## src/sync_len_checksum_frame_parser_core_macros.svh

```systemverilog
// ----------------------------------------------------------------------------
// sync_len_checksum_frame_parser_core_macros
// assertion macros shared by the frame parser modules
// ----------------------------------------------------------------------------
`ifndef SYNC_LEN_CHECKSUM_FRAME_PARSER_CORE_MACROS_SVH
`define SYNC_LEN_CHECKSUM_FRAME_PARSER_CORE_MACROS_SVH

`ifndef SYNTH

// plain property, checked every cycle out of reset
`define SLCP_ASSERT(LBL, C, R, P) \
  LBL: assert property (@(posedge C) disable iff (!R) (P)) \
    else $error("slcp assertion failed");

// same-cycle implication
`define SLCP_ASSERT_IMP(LBL, C, R, A, P) \
  LBL: assert property (@(posedge C) disable iff (!R) (A) |-> (P)) \
    else $error("slcp implication failed");

`else

`define SLCP_ASSERT(LBL, C, R, P)
`define SLCP_ASSERT_IMP(LBL, C, R, A, P)

`endif

`endif

```

## src/slcp_pkg.sv

```systemverilog
// ----------------------------------------------------------------------------
// slcp_pkg
// types and constants of the sync/length/checksum frame parser
// ----------------------------------------------------------------------------
`timescale 1ns / 1ps

package slcp_pkg;

  typedef enum logic [2:0] {
    PH_HUNT1 = 3'd0,
    PH_HUNT2 = 3'd1,
    PH_CMD   = 3'd2,
    PH_LEN   = 3'd3,
    PH_DATA  = 3'd4,
    PH_SUM   = 3'd5
  } phase_t;

  typedef enum logic [2:0] {
    ACT_OTHER = 3'd0,
    ACT_ESTOP = 3'd1,
    ACT_IDLE  = 3'd2,
    ACT_JOB   = 3'd3,
    ACT_CAL   = 3'd4
  } action_t;

  localparam int CFG_IDX_W = 8;
  localparam logic [CFG_IDX_W-1:0] REG_SYNC_FIRST  = 8'd0;
  localparam logic [CFG_IDX_W-1:0] REG_SYNC_SECOND = 8'd1;

  localparam logic [7:0] SYNC_FIRST_RST  = 8'hBB;
  localparam logic [7:0] SYNC_SECOND_RST = 8'h66;

  localparam logic [7:0] CMD_ESTOP = 8'hEE;
  localparam logic [7:0] CMD_IDLE  = 8'hFF;
  localparam logic [7:0] CMD_JOB   = 8'h10;
  localparam logic [7:0] CMD_CAL   = 8'h20;
  localparam logic [7:0] LEN_JOB   = 8'd14;
  localparam logic [7:0] LEN_CAL   = 8'd4;

  // one checked frame handed from front to back
  typedef struct packed {
    logic       valid;
    logic       bank;
    logic [7:0] command;
    action_t    action;
    logic [7:0] length;
  } desc_t;

  // back end occupancy seen by the front end
  typedef struct packed {
    logic desc_full;
    logic busy;
    logic bank;
  } back_stat_t;

  typedef struct packed {
    logic [7:0] command;
    action_t    action;
    logic       has_payload;
    logic [4:0] byte_index;
    logic [7:0] payload_byte;
    logic       last;
  } result_t;

  function automatic action_t classify(input logic [7:0] cmd, input logic [7:0] len);
    action_t act;
    priority if (cmd == CMD_ESTOP)                  act = ACT_ESTOP;
    else if (cmd == CMD_IDLE)                       act = ACT_IDLE;
    else if (cmd == CMD_JOB && len == LEN_JOB)      act = ACT_JOB;
    else if (cmd == CMD_CAL && len == LEN_CAL)      act = ACT_CAL;
    else                                            act = ACT_OTHER;
    return act;
  endfunction

endpackage

```

## src/slcp_ram.sv

```systemverilog
// ----------------------------------------------------------------------------
// slcp_ram
// simple dual port ram, one write port, one registered read port
// ----------------------------------------------------------------------------
`timescale 1ns / 1ps

module slcp_ram #(
  parameter int WIDTH = 8,
  parameter int DEPTH = 64
) (
  input  logic                     clk,
  input  logic                     we,
  input  logic [$clog2(DEPTH)-1:0] waddr,
  input  logic [WIDTH-1:0]         wdata,
  input  logic                     re,
  input  logic [$clog2(DEPTH)-1:0] raddr,
  output logic [WIDTH-1:0]         rdata
);

  logic [WIDTH-1:0] mem_r [DEPTH];
  logic [WIDTH-1:0] rdata_r;

  always_ff @(posedge clk) begin
    if (we) begin
      mem_r[waddr] <= wdata;
    end
    if (re) begin
      rdata_r <= mem_r[raddr];
    end
  end

  assign rdata = rdata_r;

endmodule

```

## src/slcp_front.sv

```systemverilog
// ----------------------------------------------------------------------------
// slcp_front
// byte parser: header hunt, command, length, payload capture and checksum
// ----------------------------------------------------------------------------
`timescale 1ns / 1ps

module slcp_front #(
  parameter int MAX_PAYLOAD = 20,
  parameter int IW          = 5
) (
  input  logic                           clk,
  input  logic                           rst_n,
  input  logic                           in_push,
  input  logic [7:0]                     in_rx_byte,
  output logic                           in_full,
  input  logic                           cfg_we,
  input  logic [slcp_pkg::CFG_IDX_W-1:0] cfg_index,
  input  logic [7:0]                     cfg_data,
  input  slcp_pkg::back_stat_t           stat,
  output slcp_pkg::desc_t                desc,
  output logic                           ram_we,
  output logic [IW:0]                    ram_waddr,
  output logic [7:0]                     ram_wdata
);

  localparam logic [8:0] MAX_LEN = 9'(MAX_PAYLOAD);

  slcp_pkg::phase_t phase_r, phase_nxt;
  logic [7:0] sync_first_r, sync_first_nxt;
  logic [7:0] sync_second_r, sync_second_nxt;
  logic [7:0] cmd_r, cmd_nxt;
  logic [7:0] len_r, len_nxt;
  logic [7:0] taken_r, taken_nxt;
  logic [7:0] sum_r, sum_nxt;
  logic       wr_bank_r, wr_bank_nxt;
  logic       accept;
  logic       len_big;
  logic [8:0] taken_inc;

  assign accept    = in_push & ~in_full;
  assign len_big   = {1'b0, in_rx_byte} > MAX_LEN;
  assign taken_inc = {1'b0, taken_r} + 9'd1;

  // both payload banks held while the back end drains, or no slot for a frame
  assign in_full = (phase_r == slcp_pkg::PH_DATA && stat.desc_full && stat.busy) ||
                   (phase_r == slcp_pkg::PH_SUM && stat.desc_full);

  // next state
  always_comb begin
    phase_nxt = phase_r;
    if (accept) begin
      unique case (phase_r)
        slcp_pkg::PH_HUNT2: begin
          if (in_rx_byte == sync_second_r) phase_nxt = slcp_pkg::PH_CMD;
          else if (in_rx_byte == sync_first_r) phase_nxt = slcp_pkg::PH_HUNT2;
          else phase_nxt = slcp_pkg::PH_HUNT1;
        end
        slcp_pkg::PH_CMD: phase_nxt = slcp_pkg::PH_LEN;
        slcp_pkg::PH_LEN: begin
          if (len_big) phase_nxt = slcp_pkg::PH_HUNT1;
          else if (in_rx_byte != 8'd0) phase_nxt = slcp_pkg::PH_DATA;
          else phase_nxt = slcp_pkg::PH_SUM;
        end
        slcp_pkg::PH_DATA: begin
          if (taken_inc >= {1'b0, len_r}) phase_nxt = slcp_pkg::PH_SUM;
        end
        slcp_pkg::PH_SUM: phase_nxt = slcp_pkg::PH_HUNT1;
        default: begin
          phase_nxt = (in_rx_byte == sync_first_r) ? slcp_pkg::PH_HUNT2
                                                   : slcp_pkg::PH_HUNT1;
        end
      endcase
    end
  end

  // outputs and frame registers
  always_comb begin
    cmd_nxt         = cmd_r;
    len_nxt         = len_r;
    taken_nxt       = taken_r;
    sum_nxt         = sum_r;
    wr_bank_nxt     = wr_bank_r;
    sync_first_nxt  = sync_first_r;
    sync_second_nxt = sync_second_r;
    ram_we          = 1'b0;
    ram_waddr       = {wr_bank_r, taken_r[IW-1:0]};
    ram_wdata       = in_rx_byte;
    desc            = '0;
    desc.bank       = wr_bank_r;
    desc.command    = cmd_r;
    desc.action     = slcp_pkg::classify(cmd_r, len_r);
    desc.length     = len_r;

    if (cfg_we) begin
      priority if (cfg_index == slcp_pkg::REG_SYNC_FIRST) sync_first_nxt = cfg_data;
      else if (cfg_index == slcp_pkg::REG_SYNC_SECOND) sync_second_nxt = cfg_data;
      else sync_first_nxt = sync_first_r;
    end

    if (accept) begin
      unique case (phase_r)
        slcp_pkg::PH_CMD: begin
          cmd_nxt = in_rx_byte;
          sum_nxt = in_rx_byte;
        end
        slcp_pkg::PH_LEN: begin
          sum_nxt   = sum_r + in_rx_byte;
          taken_nxt = 8'd0;
          if (!len_big) len_nxt = in_rx_byte;
        end
        slcp_pkg::PH_DATA: begin
          ram_we    = 1'b1;
          taken_nxt = taken_r + 8'd1;
          sum_nxt   = sum_r + in_rx_byte;
        end
        slcp_pkg::PH_SUM: begin
          if (sum_r == in_rx_byte) begin
            desc.valid  = 1'b1;
            wr_bank_nxt = ~wr_bank_r;
          end
        end
        default: begin
          cmd_nxt = cmd_r;
        end
      endcase
    end
  end

  always_ff @(posedge clk) begin
    if (!rst_n) begin
      phase_r       <= slcp_pkg::PH_HUNT1;
      sync_first_r  <= slcp_pkg::SYNC_FIRST_RST;
      sync_second_r <= slcp_pkg::SYNC_SECOND_RST;
      cmd_r         <= 8'd0;
      len_r         <= 8'd0;
      taken_r       <= 8'd0;
      sum_r         <= 8'd0;
      wr_bank_r     <= 1'b0;
    end else begin
      phase_r       <= phase_nxt;
      sync_first_r  <= sync_first_nxt;
      sync_second_r <= sync_second_nxt;
      cmd_r         <= cmd_nxt;
      len_r         <= len_nxt;
      taken_r       <= taken_nxt;
      sum_r         <= sum_nxt;
      wr_bank_r     <= wr_bank_nxt;
    end
  end

endmodule

```

## src/slcp_back.sv

```systemverilog
// ----------------------------------------------------------------------------
// slcp_back
// frame slot, payload readout and result queue
// ----------------------------------------------------------------------------
`timescale 1ns / 1ps
`include "sync_len_checksum_frame_parser_core_macros.svh"

module slcp_back #(
  parameter int IW = 5
) (
  input  logic                 clk,
  input  logic                 rst_n,
  input  slcp_pkg::desc_t      desc,
  output slcp_pkg::back_stat_t stat,
  output logic                 ram_re,
  output logic [IW:0]          ram_raddr,
  input  logic [7:0]           ram_rdata,
  input  logic                 out_pop,
  output logic                 out_empty,
  output slcp_pkg::result_t    out_res
);

  localparam int OUT_DEPTH = 4;
  localparam int PW        = $clog2(OUT_DEPTH);
  localparam int CW        = $clog2(OUT_DEPTH + 1);

  slcp_pkg::desc_t   dq_r, dq_nxt;
  logic              busy_r, busy_nxt;
  logic              bank_r, bank_nxt;
  logic [7:0]        cmd_r, cmd_nxt;
  slcp_pkg::action_t act_r, act_nxt;
  logic [7:0]        len_r, len_nxt;
  logic [7:0]        idx_r, idx_nxt;
  slcp_pkg::result_t fl_r, fl_nxt;
  logic              fl_valid_r;
  slcp_pkg::result_t mem_r [OUT_DEPTH];
  slcp_pkg::result_t wr_res;
  logic [PW-1:0]     wp_r, rp_r;
  logic [CW-1:0]     cnt_r;
  logic [CW:0]       fill_lvl;
  logic              load, issue, is_last, push, pop;

  assign stat      = '{desc_full: dq_r.valid, busy: busy_r, bank: bank_r};
  assign load      = ~busy_r & dq_r.valid;
  // keep room for the word still in the ram read stage
  assign fill_lvl  = {1'b0, cnt_r} + {{CW{1'b0}}, fl_valid_r};
  assign issue     = busy_r && (fill_lvl < (CW + 1)'(OUT_DEPTH));
  assign is_last   = (len_r == 8'd0) || ((idx_r + 8'd1) == len_r);
  assign ram_re    = issue;
  assign ram_raddr = {bank_r, idx_r[IW-1:0]};
  assign push      = fl_valid_r;
  assign pop       = out_pop & ~out_empty;
  assign out_empty = (cnt_r == '0);
  assign out_res   = mem_r[rp_r];

  always_comb begin
    dq_nxt   = dq_r;
    busy_nxt = busy_r;
    bank_nxt = bank_r;
    cmd_nxt  = cmd_r;
    act_nxt  = act_r;
    len_nxt  = len_r;
    idx_nxt  = idx_r;
    fl_nxt   = fl_r;

    if (desc.valid) begin
      dq_nxt = desc;
    end else if (load) begin
      dq_nxt.valid = 1'b0;
    end

    if (load) begin
      busy_nxt = 1'b1;
      bank_nxt = dq_r.bank;
      cmd_nxt  = dq_r.command;
      act_nxt  = dq_r.action;
      len_nxt  = dq_r.length;
      idx_nxt  = 8'd0;
    end else if (issue) begin
      idx_nxt  = idx_r + 8'd1;
      if (is_last) busy_nxt = 1'b0;
      fl_nxt.command      = cmd_r;
      fl_nxt.action       = act_r;
      fl_nxt.has_payload  = (len_r != 8'd0);
      fl_nxt.byte_index   = idx_r[4:0];
      fl_nxt.payload_byte = 8'd0;
      fl_nxt.last         = is_last;
    end

    wr_res = fl_r;
    if (fl_r.has_payload) wr_res.payload_byte = ram_rdata;
  end

  always_ff @(posedge clk) begin
    if (!rst_n) begin
      dq_r       <= '0;
      busy_r     <= 1'b0;
      fl_valid_r <= 1'b0;
      wp_r       <= '0;
      rp_r       <= '0;
      cnt_r      <= '0;
    end else begin
      dq_r       <= dq_nxt;
      busy_r     <= busy_nxt;
      fl_valid_r <= issue;
      if (push) wp_r <= wp_r + PW'(1);
      if (pop) rp_r <= rp_r + PW'(1);
      cnt_r      <= cnt_r + CW'(push) - CW'(pop);
    end
  end

  always_ff @(posedge clk) begin
    bank_r <= bank_nxt;
    cmd_r  <= cmd_nxt;
    act_r  <= act_nxt;
    len_r  <= len_nxt;
    idx_r  <= idx_nxt;
    fl_r   <= fl_nxt;
    if (push) begin
      mem_r[wp_r] <= wr_res;
    end
  end

  `SLCP_ASSERT(a_queue_bound, clk, rst_n, fill_lvl <= (CW + 1)'(OUT_DEPTH))
  `SLCP_ASSERT_IMP(a_slot_free, clk, rst_n, desc.valid, !dq_r.valid)
  `SLCP_ASSERT_IMP(a_empty_frame_single, clk, rst_n, fl_valid_r && !fl_r.has_payload, fl_r.last)

endmodule

```

## src/sync_len_checksum_frame_parser_core.sv

```systemverilog
// ----------------------------------------------------------------------------
// sync_len_checksum_frame_parser_core
// serial frame parser with header hunt, length field and additive checksum
// ----------------------------------------------------------------------------
// Input: one received byte per word on in_rx_byte, taken when in_push is
// high and in_full is low. Results: one word per payload byte of a frame
// whose checksum matched (one word for an empty frame), shown while
// out_empty is low and taken with out_pop.
// Configuration: cfg_index 0 sets the first header byte, 1 the second; the
// port is always ready and other indexes are dropped. Write while idle.
// Throughput: one byte per cycle on the input and up to one result per
// cycle on the output. Payload lives in two banks of a dual port ram, so
// the parser runs one frame ahead of the readout; it holds in_full only
// when it would overwrite a bank still being read or no frame slot is free.
// Path: after its checksum byte is taken, the first result of a frame passes
// the slot load, the ram read and the result queue before it is visible.
// Stalls: out_pop held low fills the four-word result queue, then the readout
// waits, and then the parser as above. Reset returns to header hunt with
// the default header bytes and empties every queue; no clearing pass.
// ----------------------------------------------------------------------------
`timescale 1ns / 1ps
`include "sync_len_checksum_frame_parser_core_macros.svh"

module sync_len_checksum_frame_parser_core #(
  parameter int MAX_PAYLOAD = 20
) (
  input  logic                           clk,
  input  logic                           rst_n,
  input  logic                           in_push,
  output logic                           in_full,
  input  logic [7:0]                     in_rx_byte,
  output logic                           out_empty,
  input  logic                           out_pop,
  output logic [7:0]                     out_command,
  output logic [2:0]                     out_action,
  output logic                           out_has_payload,
  output logic [4:0]                     out_byte_index,
  output logic [7:0]                     out_payload_byte,
  output logic                           out_last,
  input  logic                           cfg_valid,
  output logic                           cfg_ready,
  input  logic [slcp_pkg::CFG_IDX_W-1:0] cfg_index,
  input  logic [7:0]                     cfg_data
);

  localparam int IW = (MAX_PAYLOAD > 1) ? $clog2(MAX_PAYLOAD) : 1;

  slcp_pkg::desc_t      desc;
  slcp_pkg::back_stat_t stat;
  slcp_pkg::result_t    res;
  logic                 ram_we, ram_re;
  logic [IW:0]          ram_waddr, ram_raddr;
  logic [7:0]           ram_wdata, ram_rdata;

  assign cfg_ready = 1'b1;

  slcp_front #(
    .MAX_PAYLOAD (MAX_PAYLOAD),
    .IW          (IW)
  ) u_front (
    .clk        (clk),
    .rst_n      (rst_n),
    .in_push    (in_push),
    .in_rx_byte (in_rx_byte),
    .in_full    (in_full),
    .cfg_we     (cfg_valid & cfg_ready),
    .cfg_index  (cfg_index),
    .cfg_data   (cfg_data),
    .stat       (stat),
    .desc       (desc),
    .ram_we     (ram_we),
    .ram_waddr  (ram_waddr),
    .ram_wdata  (ram_wdata)
  );

  slcp_ram #(
    .WIDTH (8),
    .DEPTH (2 ** (IW + 1))
  ) u_ram (
    .clk   (clk),
    .we    (ram_we),
    .waddr (ram_waddr),
    .wdata (ram_wdata),
    .re    (ram_re),
    .raddr (ram_raddr),
    .rdata (ram_rdata)
  );

  slcp_back #(
    .IW (IW)
  ) u_back (
    .clk       (clk),
    .rst_n     (rst_n),
    .desc      (desc),
    .stat      (stat),
    .ram_re    (ram_re),
    .ram_raddr (ram_raddr),
    .ram_rdata (ram_rdata),
    .out_pop   (out_pop),
    .out_empty (out_empty),
    .out_res   (res)
  );

  assign out_command      = res.command;
  assign out_action       = res.action;
  assign out_has_payload  = res.has_payload;
  assign out_byte_index   = res.byte_index;
  assign out_payload_byte = res.payload_byte;
  assign out_last         = res.last;

  // the parser never writes the bank that the readout is draining
  `SLCP_ASSERT_IMP(a_bank_apart, clk, rst_n, ram_we && stat.busy, ram_waddr[IW] != stat.bank)

endmodule

```

## config.mk

```make
export PLATFORM = sky130hd
export DESIGN_NAME = sync_len_checksum_frame_parser_core
export DESIGN_NICKNAME = d
export VERILOG_FILES = /design/src/slcp_pkg.sv /design/src/slcp_ram.sv /design/src/slcp_front.sv /design/src/slcp_back.sv /design/src/sync_len_checksum_frame_parser_core.sv
export VERILOG_INCLUDE_DIRS = /design/src /design/src/src
export SDC_FILE = /design/constraint.sdc
export NUM_CORES = 1
export LEC_CHECK = 0
export BUFFER_PORTS_ARGS = -buffer_cell sky130_fd_sc_hd__buf_2
export CAP_MARGIN = 20
export CORE_AREA = 10 10 218 220
export CTS_BUF_LIST = sky130_fd_sc_hd__clkbuf_2
export CTS_CLUSTER_SIZE = 10
export DETAILED_ROUTE_END_ITERATION = 8
export DIE_AREA = 0 0 228 230
export PLACE_DENSITY_LB_ADDON = 0.05
export SYNTH_ARGS = -nofsm -noshare
export SYNTH_HDL_FRONTEND = slang
export SYNTH_SLANG_ARGS = --single-unit
```

## constraint.sdc

```tcl
create_clock -name clk -period 6.2 [get_ports clk]
set_clock_uncertainty 0.15 [all_clocks]
set_input_delay 1.24 -clock clk [delete_from_list [all_inputs] [get_ports clk]]
set_output_delay 1.24 -clock clk [all_outputs]
set_load 0.01 [all_outputs]
```

* Word level (Yosys, flattened, before mapping)
Memory sizes are Yosys's and may differ from the RTL's. A register that Yosys moved wholly into a read port is not among the register bits.
Cells that the tools add are included.
** Word-level totals
- Bits in registers :: 128
- Bits in writable memories :: 616
- Logic and storage cells :: 127
- Memories :: 2
- Input bits :: 29
** Operators by class
- Reduce and logical (&&, ||, !) cells :: 29
- Bitwise gates (word level) :: 10
- Add/subtract/negate cells :: 9
- Equality and inequality tests :: 17
- Magnitude comparators :: 3
- Mux-type cells :: 29
** Memories
- u_ram.mem_r :: words 64, width 8, read ports 1, clocked after Yosys merged registers in 1, wr ports 1, RTL line slcp_ram.sv:20 : logic [WIDTH-1:0] mem_r [DEPTH];
- u_back.mem_r :: words 4, width 26, read ports 1, clocked after Yosys merged registers in 1, wr ports 1, RTL line slcp_back.sv:36 : slcp_pkg::result_t mem_r [OUT_DEPTH];
** Operators with widths (count)
- $eq 8x8->1 :: 4
- $pmux 8 s2 :: 2
- $mux 3 :: 7
- $add 8x1->8 const B :: 2
- $eq 8x8->1 const B :: 2
- $logic_not 8->1 :: 2
- $mux 1 :: 16
- $reduce_bool 8->1 :: 2
- $pmux 3 s5 :: 1
- $reduce_and 2->1 :: 7
- $reduce_bool 2->1 :: 5
- $add 8x1->9 const B :: 1
- $ge 9x8->1 :: 1
- $reduce_and 3->1 :: 3
- $add 8x8->8 :: 1
- $eq 8x1->1 const B :: 1
- $eq 8x3->1 const B :: 1
- $eq 8x4->1 const B :: 1
- $eq 8x5->1 const B :: 1
- $eq 8x6->1 const B :: 1
- $gt 8x5->1 const B :: 1
- $mux 8 :: 1
- $not 1->1 :: 7
- $eq 3x2->1 const B :: 2
- other kinds (14) :: 25

* Longest topological paths before layout
- Word-level depth :: 9
- Depth in mapped cells :: 12

* Modules after synthesis
Synthesis repeated with hierarchy kept, for this count alone.
** Unflattened totals
- Cells, all modules :: 1701
- Area total of the unflattened synthesis :: 30342.9 um^2
** By module, submodules not included
- slcp_ram :: times used 1, area each 20246.9 um^2, cells each 940, sequential area each 15615.0 um^2
- slcp_back :: times used 1, area each 6945.4 um^2, cells each 388, sequential area each 5064.9 um^2
- slcp_front :: times used 1, area each 3139.3 um^2, cells each 371, sequential area each 1041.0 um^2
- sync_len_checksum_frame_parser_core :: times used 1, area each 11.3 um^2, cells each 2, sequential area each 0.0 um^2

* Least setup slack after synthesis
No wires, ideal clock.
- Path kind :: input to register
- Start point :: in in_push
- End point :: mem u_ram.mem_r[236][0], in the netlist u_ram.mem_r[59][0], enable pin
- Slack :: 3.067 ns
- Arrival time :: 2.613 ns
- Library setup time :: 0.370 ns
- Required time :: 5.680 ns
- Stages :: 5
- Cells stage by stage :: nor2b_1 and3_1 clkbuf_1 nand4b_1 nor2_1
** On the way
- Word-level cells in the longest chain between the ends :: 4
** RTL lines
- start, declared :: RTL line sync_len_checksum_frame_parser_core.sv:29 : input logic in_push,
- $and 1x1->1 :: RTL line slcp_front.sv:40 : assign accept = in_push & ~in_full;
- $mux 1 :: RTL line slcp_front.sv:100 : if (accept) begin
- $mux 1 :: RTL line slcp_ram.sv:24 : if (we) begin
- $mux 1 (not written as such) :: RTL line slcp_ram.sv:25 : mem_r[waddr] <= wdata;
- end, declared :: RTL line slcp_ram.sv:20
Every way passes these cells.

==> out/summary.md <==
The sort of element at the start of the critical path is a flop. The fraction of synthesized cell area taken by the top area cell type was 0.669; the final global-route overflow total was 0. The portion of total power attributed to combinational logic is 0.098. Synthesis produced 1628 cells. For this block, the initial DRC count from the detailed router was 1799.

The switching part of the total works out to 0.249. Number of distinct library cell variants in the gate-level netlist after synthesis: 56. After synthesis the cells add up to 29700 sq um. In this run the power spent charging and discharging nets is 2.44 mW.

The final routed wire length divided by cell count was 24.0 microns; the arrival time of data at the critical path endpoint was 3.09 ns. TritonCTS built the clock tree. The clock period could shrink to 4.48 ns. The congestion estimate from routability-driven global placement came to 0.862. The start-to-end type of the worst setup path was flop to output port. The H-tree was split into 4 levels. In this run the clock root is driven by a sky130_fd_sc_hd__clkbuf_2. For the net count after synthesis, the log shows 1683.

Summed over all nets, the half-perimeter wirelength after detailed placement is 36.5 mm. Clock-pin slew of the registers on the worst-case setup and hold paths: 0.10 ns. Adding up every negative setup slack in the final design gives 0 ns. The transition at the pin with the smallest max-transition slack works out to 0.964 ns. The global routing usage summed across all routing layers was 0.238.

The sequential group share of total power was 0.573; the fraction of final layout cells with drive strength greater than 1 was 0.280. Summed over all layers, the routed wires come to 60.7 mm. STA classifies the critical path endpoint as an output port. In the routed layout, each cell is associated on average with a via count of 6.22. The flow ran to the end, and the final reports show no timing, DRC or antenna violations.

Relative max-transition margin: 0.358. Main flop type after synthesis: sky130_fd_sc_hd__edfxtp_1. In this run the worst path has a maximum fanout of 26. Data on the critical path is required at its endpoint by 4.81 ns. After floorplanning, the core was divided into 76 placement rows.

Counting flops and latches in the post-synthesis netlist gives 754. The first-pass GRT wire length is 94.8 mm, and the remaining antenna violation count after routing is 0. The critical path buffer and inverter count came out at 1. The yosys synthesis warning count is 0. The areal power density over the cells is 303 nW/um^2, and the internal cell power is 7.37 mW. The routed layout has 15756 vias. Dividing the synthesized area by the synthesized cell count gives 18.3 sq um.

The first detailed-routing pass took 6 iterations. The number of clock buffers added by TritonCTS is 174. The floorplan die width came out at 228 microns. The clock sink count is 754, and the area of the core is 42900 sq um.

Gate family responsible for the most delay along the worst path: flip-flops. The tools report the maximum number of buffers from clock root to sink as 3. The worst hold-check path type was input pin to flop. By area the synthesized netlist is led by sky130_fd_sc_hd__edfxtp_1 67%, sky130_fd_sc_hd__mux4_2 13%, sky130_fd_sc_hd__dfxtp_1 6.2%. For the effective utilization at floorplan, the log shows 0.693. 58 I/O pins were placed.

The share of synthesized flip-flops with an asynchronous set or reset works out to 0. The largest incremental delay on the critical path works out to 0.95 ns. The maximum clock frequency is 0.223 GHz, and the share of the clock period used by the worst path after layout is 0.722. For the number of antenna violations at the first check in global routing, the log shows 2. The die extent in y came out at 230 microns.

Post-CTS repair changed the size of 0 cells. The sequential area share after synthesis is 0.731. The number of input and output port buffers inserted is 56, and the die outline area is 52400 sq um. For the worst-skew pair, the clock arrives at the later sink with an insertion delay of 1.38 ns. For this design the static power due to leakage is 10.6 nW. Setup violations remaining at the end of the flow were counted as 0.

Entering global routing, the biggest net connects 72 pins. Number of synthesized flops with an enable pin: 662. The largest total area in the synthesized netlist belongs to sky130_fd_sc_hd__edfxtp_1. Max-cap violations in this run came to 0. The fill cell instance count of the final layout was 2517; the synthesis-to-finish area growth was 9.02%.

The core utilization of the finished layout came out at 0.755. The critical path goes through mux4_2, buf_2. The total count of max-transition violations in the final report is 0.

The run gives 0 as the hold violation count in the final report. The run gives 242 uV as the worst voltage drop across the vdd grid. Among all cell types in the netlist, the one instantiated most often is sky130_fd_sc_hd__edfxtp_1.

The part of the total power dissipated in the clock network was 0.329. Standard cell with the maximum stage delay on the critical path: sky130_fd_sc_hd__dfxtp_2. In the routed design, unresolved DRC markers number 0.

The via count of the first global-routing pass was 16081; the number of nets in the finished design was 1867. Ranked by instance count, the synthesized netlist is headed by 662 x sky130_fd_sc_hd__edfxtp_1, 170 x sky130_fd_sc_hd__mux4_2, 145 x sky130_fd_sc_hd__nor2_1. Setup repair after global routing left no endpoint under its margin.
path summary, 6_finish.rpt:
path | startpoint | end | slack, ns | cells past startpoint
worst min-delay path | in_rx_byte[7] | u_front.cmd_r[7] | 0.18 | 3
worst max-delay path | flop | out_payload_byte[5] | 1.72 | 2
worst min register to register | u_back.cmd_r[0] | u_back.fl_r[18] | 0.27 | 0
worst max register to register | u_front.phase_r[2] | u_ram.mem_r[51][1] | 2.62 | 4
per-stage QoR:
stage	setup WS, ns	area, sq um	cells	total power, mW	hold WS [ns]
floorplan	3.07	29700	1628	6.40	0.250
global placement	1.93	30600	2206	6.70	0.259
detailed placement	1.79	30600	2206	6.72	0.255
CTS	1.46	32400	2529	9.91	0.0125
global route	1.40	32400	2533	10.2	0.0330
finish	1.72	32400	2533	9.82	0.184
sequential cells by signal, summed over array words and instances, names as in the netlist, named ones only:
signal / count
u_ram.mem_r: 512
u_back.mem_r: 104
u_back.dq_r: 20
u_back.fl_r: 18
u_back.cmd_r: 8
u_back.idx_r: 8
u_back.len_r: 8
u_front.cmd_r: 8
u_front.len_r: 8
u_front.sum_r: 8
u_front.sync_first_r: 8
u_front.sync_second_r: 8
u_front.taken_r: 8
u_ram.rdata: 8
u_back.act_r: 3
u_back.cnt_r: 3
u_front.phase_r: 3
u_back.rp_r: 2
u_back.wp_r: 2
u_back.bank_r: 1
u_back.busy_r: 1
u_back.fl_valid_r: 1
u_back.stat: 1
u_front.wr_bank_r: 1
logic make-up (layout without fill, tap and decap cells):
| group | count (synthesis) | in the layout | share of synthesized area |
|---|---|---|---|
| other cells | 1 | 4 | 0.000126 |
| mux | 217 | 217 | 0.145 |
| xor+xnor | 48 | 48 | 0.0141 |
| compound gates | 131 | 131 | 0.0283 |
| flops | 754 | 754 | 0.731 |
| fa+ha+maj | 26 | 26 | 0.0115 |
| buf+inv | 107 | 424 | 0.0156 |
| simple gates | 344 | 344 | 0.0545 |
repair_timing:
action / 4_1_cts / 5_1_grt
buffers inserted: 0 / 0
hold endpoints to repair: 16 / 0
hold buffers: 14 / 0
layout by cell type (no fill, tap or decap), types with 9 or more instances in the layout:
cell type                         n
sky130_fd_sc_hd__nand2_1         70
sky130_fd_sc_hd__nand3b_1         9
sky130_fd_sc_hd__xnor2_1         27
sky130_fd_sc_hd__nor4_1          11
sky130_fd_sc_hd__and2_1          17
sky130_fd_sc_hd__nor2_1         144
sky130_fd_sc_hd__dlygate4sd3_1   14
sky130_fd_sc_hd__buf_2           56
sky130_fd_sc_hd__a21oi_1         31
sky130_fd_sc_hd__a211oi_1        11
sky130_fd_sc_hd__nor2b_1         14
sky130_fd_sc_hd__edfxtp_1       662
sky130_fd_sc_hd__o21ai_0         26
sky130_fd_sc_hd__buf_4           21
sky130_fd_sc_hd__clkinv_1        35
sky130_fd_sc_hd__mux4_2         170
sky130_fd_sc_hd__clkbuf_2       253
sky130_fd_sc_hd__nand4_1          9
sky130_fd_sc_hd__nor3_1          11
sky130_fd_sc_hd__nand3_1         19
sky130_fd_sc_hd__dfxtp_1         88
sky130_fd_sc_hd__o22ai_1         13
sky130_fd_sc_hd__a22oi_1         15
sky130_fd_sc_hd__mux2i_1         43
sky130_fd_sc_hd__inv_1           20
sky130_fd_sc_hd__ha_1            24
sky130_fd_sc_hd__xor2_1          21
worst min-delay path: stages:
cell	delay (ns)
sky130_fd_sc_hd__buf_2	0.19
sky130_fd_sc_hd__nand2_1	0.13
sky130_fd_sc_hd__a21oi_1	0.06
metal layers:
metal / routed length (microns) / track usage / vias to the layer above
met5: 0 / 0 / -
met4: 1170 / 0.0860 / 0
met3: 4760 / 0.0601 / 93
met2: 29200 / 0.361 / 726
met1: 25600 / 0.335 / 7983
li1: - / - / 6954
power by group through the flow:
stage | clock network [mW] | logic, mW | registers [mW]
5_1_grt | 3.57 | 1.03 | 5.64
4_1_cts | 3.30 | 0.976 | 5.63
3_5_place_dp | 0 | 0.970 | 5.75
3_3_place_gp | 0 | 0.958 | 5.74
2_1_floorplan | 0 | 0.762 | 5.64
6_report | 3.23 | 0.962 | 5.62
final cells by class:
type | instances | area, sq um | area share
flip-flops and latches | 754 | 21700 | 0.671
multi-input cells | 767 | 7530 | 0.233
clock buffers | 253 | 1270 | 0.0391
well taps | 585 | 732 | 0.0226
repair buffers | 94 | 638 | 0.0197
clock inverters | 56 | 407 | 0.0126
inverters | 21 | 78.8 | 0.00243
diodes | 3 | 7.51 | 0.000232
(Power assumes the default switching activity.)
